--- src/rtl/ktsamp_pkg.sv ---
// Keyframe track sampler: shared types, codes and a saturating arithmetic helper.
// No dependencies; imported by the front end, back end and top level of the sampler.
`default_nettype none
package ktsamp_pkg;

  localparam int MAX_FRAMES_DEF = 64;
  localparam int QDEPTH         = 2;
  localparam int FRAME_W        = 128;

  localparam logic CMD_WRITE  = 1'b0;
  localparam logic CMD_SAMPLE = 1'b1;

  localparam logic [1:0] MODE_CONST  = 2'd0;
  localparam logic [1:0] MODE_LINEAR = 2'd1;
  localparam logic [1:0] MODE_CUBIC  = 2'd2;

  localparam logic REG_INTERP_MODE = 1'b0;
  localparam logic REG_FRAME_COUNT = 1'b1;

  localparam logic [1:0] INTERP_MODE_RST = MODE_LINEAR;
  localparam logic [6:0] FRAME_COUNT_RST = 7'd0;

  typedef struct packed {
    logic               command;
    logic [5:0]         key_index;
    logic signed [31:0] key_time;
    logic signed [31:0] key_value;
    logic signed [31:0] in_slope;
    logic signed [31:0] out_slope;
    logic signed [31:0] sample_time;
    logic               looping;
  } item_t;

  function automatic logic signed [31:0] sat32(input logic signed [63:0] x);
    if (x > 64'sd2147483647) return 32'sh7fffffff;
    if (x < -64'sd2147483648) return 32'sh80000000;
    return x[31:0];
  endfunction

endpackage
`default_nettype wire

--- src/rtl/ktsamp_front.sv ---
// Front end: takes commands, drops writes beyond the store, queues the rest.
// Depends on ktsamp_pkg.
`default_nettype none
module ktsamp_front #(
  parameter int MAX_FRAMES = ktsamp_pkg::MAX_FRAMES_DEF
) (
  input  wire logic                clk_i,
  input  wire logic                rst_ni,
  input  wire logic                start_i,
  output logic                     busy_o,
  input  wire ktsamp_pkg::item_t   item_i,
  output ktsamp_pkg::item_t        q_item_o,
  output logic                     q_valid_o,
  input  wire logic                q_ready_i
);
  import ktsamp_pkg::*;

  localparam int QCW = $clog2(QDEPTH + 1);
  localparam int QPW = $clog2(QDEPTH);

  item_t          entry_q [QDEPTH];
  logic [QCW-1:0] count_q, count_d;
  logic [QPW-1:0] wr_ptr_q, rd_ptr_q;
  logic           keep, push, pop;

  assign busy_o    = (count_q == QCW'(QDEPTH));
  assign q_valid_o = (count_q != '0);
  assign q_item_o  = entry_q[rd_ptr_q];

  assign keep = (item_i.command == CMD_SAMPLE) ||
                ({26'd0, item_i.key_index} < 32'(MAX_FRAMES));
  assign push = start_i && !busy_o && keep;
  assign pop  = q_valid_o && q_ready_i;

  always_comb begin
    count_d = count_q;
    if (push && !pop) count_d = count_q + QCW'(1);
    else if (pop && !push) count_d = count_q - QCW'(1);
  end

  always_ff @(posedge clk_i) begin
    if (push) begin
      entry_q[wr_ptr_q] <= item_i;
    end
  end

  always_ff @(posedge clk_i or negedge rst_ni) begin
    if (!rst_ni) begin
      count_q  <= '0;
      wr_ptr_q <= '0;
      rd_ptr_q <= '0;
    end else begin
      count_q <= count_d;
      if (push) wr_ptr_q <= (wr_ptr_q == QPW'(QDEPTH - 1)) ? '0 : wr_ptr_q + QPW'(1);
      if (pop)  rd_ptr_q <= (rd_ptr_q == QPW'(QDEPTH - 1)) ? '0 : rd_ptr_q + QPW'(1);
    end
  end

endmodule
`default_nettype wire

--- config.mk ---
export PLATFORM = sky130hd
export DESIGN_NAME = ktsamp_front
export DESIGN_NICKNAME = d
export VERILOG_FILES = /design/src/rtl/ktsamp_pkg.sv /design/src/rtl/ktsamp_front.sv
export SDC_FILE = /design/constraint.sdc
export NUM_CORES = 1
export LEC_CHECK = 0
export ABC_AREA = 1
export BUFFER_PORTS_ARGS = -buffer_cell sky130_fd_sc_hd__buf_2
export CAP_MARGIN = 25
export CELL_PAD_IN_SITES_DETAIL_PLACEMENT = 1
export CELL_PAD_IN_SITES_GLOBAL_PLACEMENT = 1
export CORE_MARGIN = 3
export CORE_UTILIZATION = 42
export CTS_BUF_LIST = sky130_fd_sc_hd__clkbuf_16
export CTS_CLUSTER_DIAMETER = 40
export CTS_CLUSTER_SIZE = 8
export DETAILED_ROUTE_END_ITERATION = 8
export HOLD_SLACK_MARGIN = 0.12
export PLACE_DENSITY = 0.86
export SETUP_SLACK_MARGIN = 0.05
export SLEW_MARGIN = 20
export SYNTH_ARGS = -nofsm -noshare
export SYNTH_HDL_FRONTEND = slang
export SYNTH_SLANG_ARGS = --single-unit
--- constraint.sdc ---
create_clock -name clk_i -period 11.3 [get_ports clk_i]
set_input_delay 0 -clock clk_i [delete_from_list [all_inputs] [get_ports clk_i]]
set_output_delay 0 -clock clk_i [all_outputs]
set_load 0.02 [all_outputs]
==> results of run 1 <==
## how the worst max path moves through the flow
| stage | from | to | slack, ns | depth (start not counted) |
|---|---|---|---|---|
| final | rd_ptr_q$_DFFE_PN0P_ | q_item_o[2] | 8.00 | 5 |
| after global routing | rd_ptr_q$_DFFE_PN0P_ | q_item_o[2] | 7.79 | 5 |
| after CTS | rd_ptr_q$_DFFE_PN0P_ | q_item_o[46] | 8.02 | 5 |
| after detailed placement | count_q[1]$_DFFE_PN0P_ | entry_q[0][78]$_DFFE_PP_ | 8.33 | 6 |
| after global placement | count_q[1]$_DFFE_PN0P_ | entry_q[0][74]$_DFFE_PP_ | 8.39 | 6 |
| after floorplan | count_q[1]$_DFFE_PN0P_ | entry_q[1][0]$_DFFE_PP_ | 3.07 | 3 |
## metrics by stage
step / util, % / instance area [um2] / worst slack (ns) / total power, mW / instances
floorplan: - / 12480 / 3.074 / 2.882 / 909
global placement: 49.87 / 14470 / 8.392 / 3.335 / 1604
detailed placement: 49.87 / 14470 / 8.326 / 3.411 / 1604
CTS: 60.72 / 17620 / 8.025 / 4.836 / 1841
global route: 60.82 / 17650 / 7.790 / 5.125 / 1843
finish: 60.82 / 17650 / 8.003 / 4.898 / 1843
## per-layer routing
metal,global-route usage (%),up-vias,routed length [um]
met4,10.45,0,1608
li1,-,4141,-
met2,46.93,493,21950
met3,6.918,108,3482
met1,27.88,4547,14770
met5,0,-,0
## cell families (layout without fill, tap and decap cells)
family	after synthesis	in the layout	share of synthesized area, %
AND/OR/NAND/NOR	521	521	15.71
other	0	1	0
adder cells (fa/ha/maj)	1	1	0.1002
flip-flops	340	340	81.65
AO/OA/AOI/OAI	1	1	0.04007
XOR/XNOR	1	1	0.07020
buffers and inverters	45	594	2.426
## Yosys cell counts (all sizes together)
library cell / number
o21ai: 1
nor2: 3
nand2: 515
nand3: 2
xnor2: 1
nand4: 1
ha: 1
dfrtp: 4
buf: 37
edfxtp: 336
inv: 8
## state kept, by name, summed over array words and instances (netlist names)
name and count:
count_q 2, entry_q 336, wr_ptr_q 1, rd_ptr_q 1
## cell usage in the layout (no fill, tap or decap)
cell type,synthesis,final
buf_4,4,7
nor2_4,0,1
nand3_1,2,2
o21ai_0,1,1
clkinv_2,0,3
clkinv_1,0,4
dlygate4sd3_1,0,172
nor2_1,3,2
inv_6,0,2
nand4_1,1,1
nand2_1,515,515
inv_1,7,9
dfrtp_1,4,3
buf_2,21,341
clkbuf_16,0,53
buf_16,0,1
dfrtp_4,0,1
xnor2_1,1,1
ha_1,1,1
diode_2,0,1
bufinv_16,0,2
edfxtp_1,336,336
## worst register-to-register path, cell delays in order (launching register included)
cell and delay [ns]:
dfrtp_1 0.40, inv_1 0.12, o21ai_0 0.17, nor2_4 0.13
buf_4 0.65, buf_4 0.88
## area by class of cell
type	instances	area, um2	share of cell area, %
antenna	1	2.502	0.01418
multi-input combinational	524	1994	11.30
sequential	340	10190	57.76
tap	384	480.5	2.723
clock inverter	12	101.3	0.5743
timing repair buffer	521	3508	19.88
clock buffer	53	1326	7.516
inverter	8	40.04	0.2269
## power by group
group / switching [mW] / total [mW] / internal [mW]
registers: 0.115 / 1.84 / 1.73
logic: 1.24 / 1.67 / 0.436
clock network: 0.519 / 1.38 / 0.865
total: 1.87 / 4.90 / 3.03
## timing repair
action	4_1_cts	5_1_grt
hold endpoints to repair	344	0
hold buffers	172	0
endpoints found under the setup margin	0	0
==> impl_metrics.tcl, run 1 <==
set metrics [dict create \
    synth_area_leaders "edfxtp_1, nand2_1, buf_6" \
    post-route-min-period_ns 3.297 \
    status "finished, final reports clean" \
    postCtsSetupBuffers 0 \
    dieHeight_um 178.4 \
    core_um2 29010 \
    max-vdd-ir-drop_v 0.0001940 \
    relSlewSlack_pct 33.68 \
    yosys_warnings 0 \
    clockBufferDepth 3 \
    cts_tree "yes" \
    synth_fp_nets 1082 \
    clk_latency_ns 0.54 \
    syn_avg_cell_area_um2 13.73 \
    reg2reg_to "entry_q[1][79]$_DFFE_PP_" \
    p_leak_nw 7.599 \
    max_stage_delay_ns 0.76 \
    wl_per_cell_um 22.68 \
    fmax_mhz 303.3 \
    drt-vias-per-instance 5.040 \
    grt_usage_pct 25.60 \
    synth_top_cell_by_area "edfxtp_1" \
    clock_skew_ns 0.02200 \
    hold_class "in -> reg" \
    start_util_pct 43.01 \
    slew_viol_final 0 \
    dp_hpwl_um 21800 \
    fin_setup_tns_ns 0 \
    worst-path-max-fanout 69 \
    num_rows 62 \
    power_density_nw_per_um2 277.6 \
    netlist_area_um2 12480 \
    grt_pass1_wl_um 61110 \
    layout-drive-gt1-share_pct 28.19 \
    drc 0 \
    totalWireLength_um 41810 \
    fillers 2931 \
    postRouteAntennaNets 0 \
    final-hold-violation-count 0 \
    crit_buf_inv 3 \
    rr_startpoint "count_q[1]$_DFFE_PN0P_" \
    cts_resized 0 \
    ff2ff_setup_slack_ns 8.47 \
    drtIter0Drc 655 \
    worstHoldEndpoint "entry_q[0][156]$_DFFE_PP_" \
    gp_congestion 0.7368 \
    reg2reg_depth 5 \
    worstPathCellList "buf_4 > buf_4 > nand2_1 > nand2_1 > buf_2" \
    dr_total_vias 9289 \
    fin_crit_sh_pct 29.18 \
    startpoint_type "flop" \
    setup_viol 0 \
    hold_path_depth 2 \
    clkTransAtPathRegs_ns 0.05 \
    synth.distinct_cells 14 \
    worst_slew_pin_slew_ns 0.9948 \
    syn_inst 909 \
    clkSinkCount 340 \
    path_class "reg -> out" \
    clockRootBuffer "clkbuf_16" \
    hp-start "item_i[156]" \
    die_area_um2 31820 \
    area_growth_syn_to_layout_pct 41.41 \
    antenna_found_initial 1 \
    rsz0062_at_grt "false" \
    grt_pass1_vias 10490 \
    synth_top_area_share_pct 80.85 \
    grt_max_degree 100 \
    grt_remaining_overflow 0 \
    required_ns 11.30 \
    cts_made_buffers 51 \
    die_w_um 178.4 \
    pin_count 342 \
    synth.yosys.seq_area_share_pct 81.65 \
    firstDrtPassIters 5 \
    io_buffers 341 \
    cap_violations 0 \
    whs_ns 0.1957 \
    critical_path_arrival_ns 3.30 \
    critPathCaptureType "output port" \
    ctsHtreeMaxLevel 2 \
    final_nets 1619 \
    crit_slowest_cell "dfrtp_4" \
    ys_ff_latch 340 \
    path_delay_family "buffers and inverters" \
]
Note: power is estimated with default switching activity, not from simulation.
==> run 2: changes to the inputs <==
--- a/config.mk
+++ b/config.mk
@@ -11,13 +11,13 @@
 export CELL_PAD_IN_SITES_DETAIL_PLACEMENT = 1
 export CELL_PAD_IN_SITES_GLOBAL_PLACEMENT = 1
 export CORE_MARGIN = 3
-export CORE_UTILIZATION = 42
+export CORE_UTILIZATION = 38
 export CTS_BUF_LIST = sky130_fd_sc_hd__clkbuf_16
 export CTS_CLUSTER_DIAMETER = 40
 export CTS_CLUSTER_SIZE = 8
 export DETAILED_ROUTE_END_ITERATION = 8
 export HOLD_SLACK_MARGIN = 0.12
-export PLACE_DENSITY = 0.86
+export PLACE_DENSITY = 0.82
 export SETUP_SLACK_MARGIN = 0.05
 export SLEW_MARGIN = 20
 export SYNTH_ARGS = -nofsm -noshare
==> constraint.sdc (replaced) <==
create_clock -name clk_i -period 2.7 [get_ports clk_i]
set_input_delay 0 -clock clk_i [delete_from_list [all_inputs] [get_ports clk_i]]
set_output_delay 0 -clock clk_i [all_outputs]
set_load 0.02 [all_outputs]
==> run 2 against run 1 <==
Against the previous run: sequential share of layout area fell by 1.1 points; critical path depth stayed put; die area is 10% higher; power rose to 4.3 times the previous value; wire length grew 3.2%; clock skew up 0.0013 ns; sequential power increased to 4.1 times the previous value; worst hold slack lost 0.018 ns; clock-buffer cell count rose by 2; flip-flop and latch count unchanged; combinational power increased to 4.4 times the previous value; critical endpoint is now q_item_o[80].
==> impl_metrics.tcl, run 2 (synthesized netlist as in run 1, its figures left out) <==
set metrics [dict create \
    clockBufferDepth 3 \
    clockRootBuffer "clkbuf_16" \
    cts_tree "yes" \
    multiInputGateArea_um2 2007 \
    p_leak_nw 7.764 \
    power_density_nw_per_um2 1172 \
    gp_congestion 0.8412 \
    fillers 3261 \
    clkTransAtPathRegs_ns 0.05 \
    path_class "reg -> out" \
    dp_slack_ns 0.7692 \
    grt_pass1_wl_um 66160 \
    grt_remaining_overflow 0 \
    num_rows 65 \
    top_regs "entry_q (336), count_q (2)" \
    final_nets 1632 \
    critPathCaptureType "output port" \
    hp-start "item_i[27]" \
    worstPathCellList "inv_6 > buf_12 > nand2_1 > nand2_1 > buf_2" \
    whs_ns 0.1774 \
    antenna_found_initial 0 \
    fmax_mhz 428.1 \
    startpoint_type "flop" \
    area_growth_syn_to_layout_pct 44.20 \
    worst_slew_pin_slew_ns 0.5243 \
    die_w_um 187.2 \
    final_cells 1919 \
    worstHoldEndpoint "entry_q[1][27]$_DFFE_PP_" \
    worst-path-max-fanout 51 \
    core_um2 31960 \
    placed_cell_area_um2 14730 \
    max-vdd-ir-drop_v 0.0007318 \
    pin_count 342 \
    cts_made_buffers 53 \
    drc 0 \
    layout-drive-gt1-share_pct 29.04 \
    reg2reg_depth 6 \
    cap_violations 0 \
    clk_latency_ns 0.55 \
    clkSinkCount 340 \
    io_buffers 341 \
    largest_reg_flops 336 \
    relSlewSlack_pct 64.97 \
    regArea_um2 10190 \
    start_util_pct 39.04 \
    rsz0062_at_grt "false" \
    final-hold-violation-count 0 \
    clock_skew_ns 0.02328 \
    rr_startpoint "count_q[1]$_DFFE_PN0P_" \
    final_cell_mix "nand2_1, buf_2, edfxtp_1" \
    hold_class "in -> reg" \
    reg2reg_to "entry_q[0][124]$_DFFE_PP_" \
    drt-vias-per-instance 4.913 \
    postCtsSetupBuffers 0 \
    slew_viol_final 0 \
    placed_cells 1667 \
    status "finished, final reports clean" \
    ff2ff_setup_slack_ns 0.73 \
    grt_pass1_vias 10750 \
    fin_crit_sh_pct 86.52 \
    top_register "entry_q" \
    fin_ws_ns 0.3640 \
    fin_area_um2 18000 \
    ctsHtreeMaxLevel 2 \
    post-route-min-period_ns 2.336 \
    die_area_um2 35050 \
    firstDrtPassIters 5 \
    crit_slowest_cell "dfrtp_4" \
    critical_path_arrival_ns 2.34 \
    required_ns 2.70 \
    dr_total_vias 9429 \
    postRouteAntennaNets 0 \
    wl_per_cell_um 22.48 \
    drtIter0Drc 629 \
    grt_usage_pct 24.56 \
    final_common_cell "nand2_1" \
    totalWireLength_um 43140 \
    path_common_cell "nand2_1" \
    n_antenna_cell 0 \
    setup_viol 0 \
    max_stage_delay_ns 0.60 \
    finalPower_mw 21.10 \
    hold_path_depth 2 \
    grt_max_degree 84 \
    dieHeight_um 187.2 \
    dp_hpwl_um 23610 \
]
[run 2: layout make-up]
class,count,share of cell area [%]
flip-flops and latches,340,56.64
repair buffers,532,20.40
multi-input cells,524,11.15
clock buffers,55,7.648
well taps,435,3.024
clock inverters,25,0.9177
inverters,8,0.2155
[run 2: routing by layer]
layer	vias up	global-route usage (%)	share of wire [%]
met5	-	0	0
met4	0	9.450	3.5
met3	99	7.609	8.8
met2	502	42.12	50
met1	4656	29.03	38
li1	4172	-	-
[run 2: critical path, delay by kind of cell, from the launching register on]
kind	cells	cell delay, ns
flip-flops	1	0.60
buffers and inverters	3	0.86
AND/OR/NAND/NOR	2	0.23
[run 2: worst max-delay path by stage]
stage	start	to	slack, ns	cells past startpoint
after floorplan	count_q[0]$_DFFE_PN0P_	entry_q[0][0]$_DFFE_PP_	-0.93	4
after global placement	count_q[1]$_DFFE_PN0P_	entry_q[0][5]$_DFFE_PP_	0.82	6
after detailed placement	count_q[1]$_DFFE_PN0P_	entry_q[0][147]$_DFFE_PP_	0.77	6
after CTS	rd_ptr_q$_DFFE_PN0P_	q_item_o[80]	0.37	5
after global routing	rd_ptr_q$_DFFE_PN0P_	q_item_o[110]	0.27	5
final	rd_ptr_q$_DFFE_PN0P_	q_item_o[80]	0.36	5
[run 2: what timing repair did]
action / 4_1_cts / 5_1_grt
hold buffers: 172 / 0
gates resized for setup: 0 / 0
hold endpoints to repair: 344 / 0
[run 2: per-stage QoR]
stage               TNS (ns)  util, %
floorplan            -305.94        -
global placement           0    46.10
detailed placement         0    46.10
CTS                        0    56.30
global route               0    56.30
finish                     0    56.30
[run 2: power breakdown]
part	internal (mW)	leakage [nW]	switching (mW)
clock network	3.78	0.804	2.28
registers	7.21	3.17	0.417
logic	2.00	3.79	5.40
==> run 3: changes to the inputs <==
--- a/config.mk
+++ b/config.mk
@@ -17,6 +17,7 @@
 export CTS_CLUSTER_SIZE = 8
 export DETAILED_ROUTE_END_ITERATION = 8
 export HOLD_SLACK_MARGIN = 0.12
+export MAX_ROUTING_LAYER = met4
 export PLACE_DENSITY = 0.82
 export SETUP_SLACK_MARGIN = 0.05
 export SLEW_MARGIN = 20
==> run 3 against run 2 <==
Against the previous run: setup slack got worse by 0.0027 ns; global-route usage increased by 0.74 points; fmax decreased by 0.11%; flip-flop and latch count unchanged; register-to-register slack about the same; wire length increased by 0.69%; non-clock buffer count unchanged; critical path depth unchanged; clock skew about the same; sequential share of layout area about the same; die area unchanged; critical path type unchanged; largest power group unchanged.
==> impl_metrics.tcl, run 3 (synthesized netlist as in run 1, its figures left out) <==
set metrics [dict create \
    drc 0 \
    critical_path_arrival_ns 2.34 \
    final_common_cell "nand2_1" \
    critPathCaptureType "output port" \
    reg2reg_depth 6 \
    whs_ns 0.1784 \
    cts_tree "yes" \
    grt_use_met3_pct 7.159 \
    postRouteAntennaNets 0 \
    area_growth_syn_to_layout_pct 44.22 \
    largest_reg_flops 336 \
    num_rows 65 \
    clkSinkCount 340 \
    antenna_found_initial 1 \
    grt_use_met2_pct 42.09 \
    grt_remaining_overflow 0 \
    relSlewSlack_pct 64.98 \
    crit_buf_inv 3 \
    final-hold-violation-count 0 \
    die_w_um 187.2 \
    cts_made_buffers 53 \
    die_area_um2 35050 \
    reg2reg_to "entry_q[0][116]$_DFFE_PP_" \
    drt-vias-per-instance 4.915 \
    worst_slew_pin_slew_ns 0.5243 \
    slew_viol_final 0 \
    use_met1_pct 29.28 \
    io_buffers 341 \
    dieHeight_um 187.2 \
    gp_congestion 0.8543 \
    start_util_pct 39.04 \
    dr_total_vias 9437 \
    wl_per_cell_um 22.62 \
    worst-path-stages 5 \
    crit_slowest_cell "dfrtp_4" \
    final_nets 1632 \
    rr_startpoint "count_q[1]$_DFFE_PN0P_" \
    p_leak_nw 7.764 \
    fmax_mhz 427.6 \
    hold_path_depth 2 \
    postCtsSetupBuffers 0 \
    busiest_layer "met2" \
    fin_crit_sh_pct 86.62 \
    fin_setup_tns_ns 0 \
    clk_latency_ns 0.55 \
    path_common_cell "nand2_1" \
    ff2ff_setup_slack_ns 0.72 \
    max_stage_delay_ns 0.60 \
    setup_viol 0 \
    clock_skew_ns 0.02286 \
    path_delay_family "buffers and inverters" \
    top_register "entry_q" \
    hold_class "in -> reg" \
    pin_count 342 \
    fin_area_um2 18000 \
    grt_usage_pct 25.30 \
    startpoint_type "flop" \
    clkTransAtPathRegs_ns 0.05 \
    ctsHtreeMaxLevel 2 \
    dp_hpwl_um 23610 \
    worstPathCellList "inv_6 > buf_12 > nand2_1 > nand2_1 > buf_2" \
    grt_pass1_wl_um 66070 \
    hp-start "item_i[27]" \
    fillers 3260 \
    firstDrtPassIters 5 \
    multiInputGateArea_um2 2007 \
    dp_slack_ns 0.7692 \
    cap_violations 0 \
    clockBufferDepth 3 \
    required_ns 2.70 \
    path_class "reg -> out" \
    post-route-min-period_ns 2.339 \
    power_density_nw_per_um2 1172 \
    grt_max_degree 84 \
    worstHoldEndpoint "entry_q[1][27]$_DFFE_PP_" \
    core_um2 31960 \
    placed_cell_area_um2 14730 \
    max-vdd-ir-drop_v 0.0007147 \
    fin_ws_ns 0.3613 \
    final_cell_mix "nand2_1, buf_2, edfxtp_1" \
    clockRootBuffer "clkbuf_16" \
    drtIter0Drc 630 \
    worst-path-max-fanout 51 \
    layout-drive-gt1-share_pct 29.04 \
    grt_pass1_vias 10760 \
    top_regs "entry_q (336), count_q (2)" \
    totalWireLength_um 43440 \
    status "finished, final reports clean" \
    rsz0062_at_grt "false" \
    regArea_um2 10190 \
]
[run 3: changes by cell type in the layout (fill, tap and decap cells not counted)]
cell	change
diode_2	+1
[run 3: metrics by stage]
stage,cells,power [mW],util (%)
after floorplan,909,11.93,-
after global placement,1667,14.26,46.10
after detailed placement,1667,14.59,46.10
after CTS,1919,20.83,56.30
after global routing,1920,22.09,56.31
final,1920,21.10,56.31
[run 3: timing repair]
item                                   4_1_cts  5_1_grt
endpoints found under the hold margin      344        0
resized for setup                            0        0
hold buffers                               172        0
[run 3: power breakdown]
part / switching, mW / internal (mW)
Clock: 2.27 / 3.78
Sequential: 0.420 / 7.21
Combinational: 5.41 / 2.00
[run 3: worst max-delay path by stage]
stage | from | to
floorplan | count_q[0]$_DFFE_PN0P_ | entry_q[0][0]$_DFFE_PP_
global placement | count_q[1]$_DFFE_PN0P_ | entry_q[0][5]$_DFFE_PP_
detailed placement | count_q[1]$_DFFE_PN0P_ | entry_q[0][147]$_DFFE_PP_
CTS | rd_ptr_q$_DFFE_PN0P_ | q_item_o[80]
global route | rd_ptr_q$_DFFE_PN0P_ | q_item_o[8]
finish | rd_ptr_q$_DFFE_PN0P_ | q_item_o[83]
[run 3: layout make-up]
| type | instances | share of cell area (%) |
|---|---|---|
| diodes | 1 | 0.01390 |
| clock buffers | 55 | 7.647 |
| clock inverters | 25 | 0.9176 |
| inverters | 8 | 0.2155 |
| multi-input cells | 524 | 11.15 |
| flip-flops and latches | 340 | 56.64 |
| well taps | 435 | 3.024 |
| repair buffers | 532 | 20.40 |
[run 3: routing by layer]
layer  wire (um)  vias to the layer above  share of wire, %
met5           0                        -                 0
met1       16630                     4626                38
li1            -                     4174                 -
met3        3650                      114               8.4
met4        1629                        0               3.8
met2       21530                      523                50
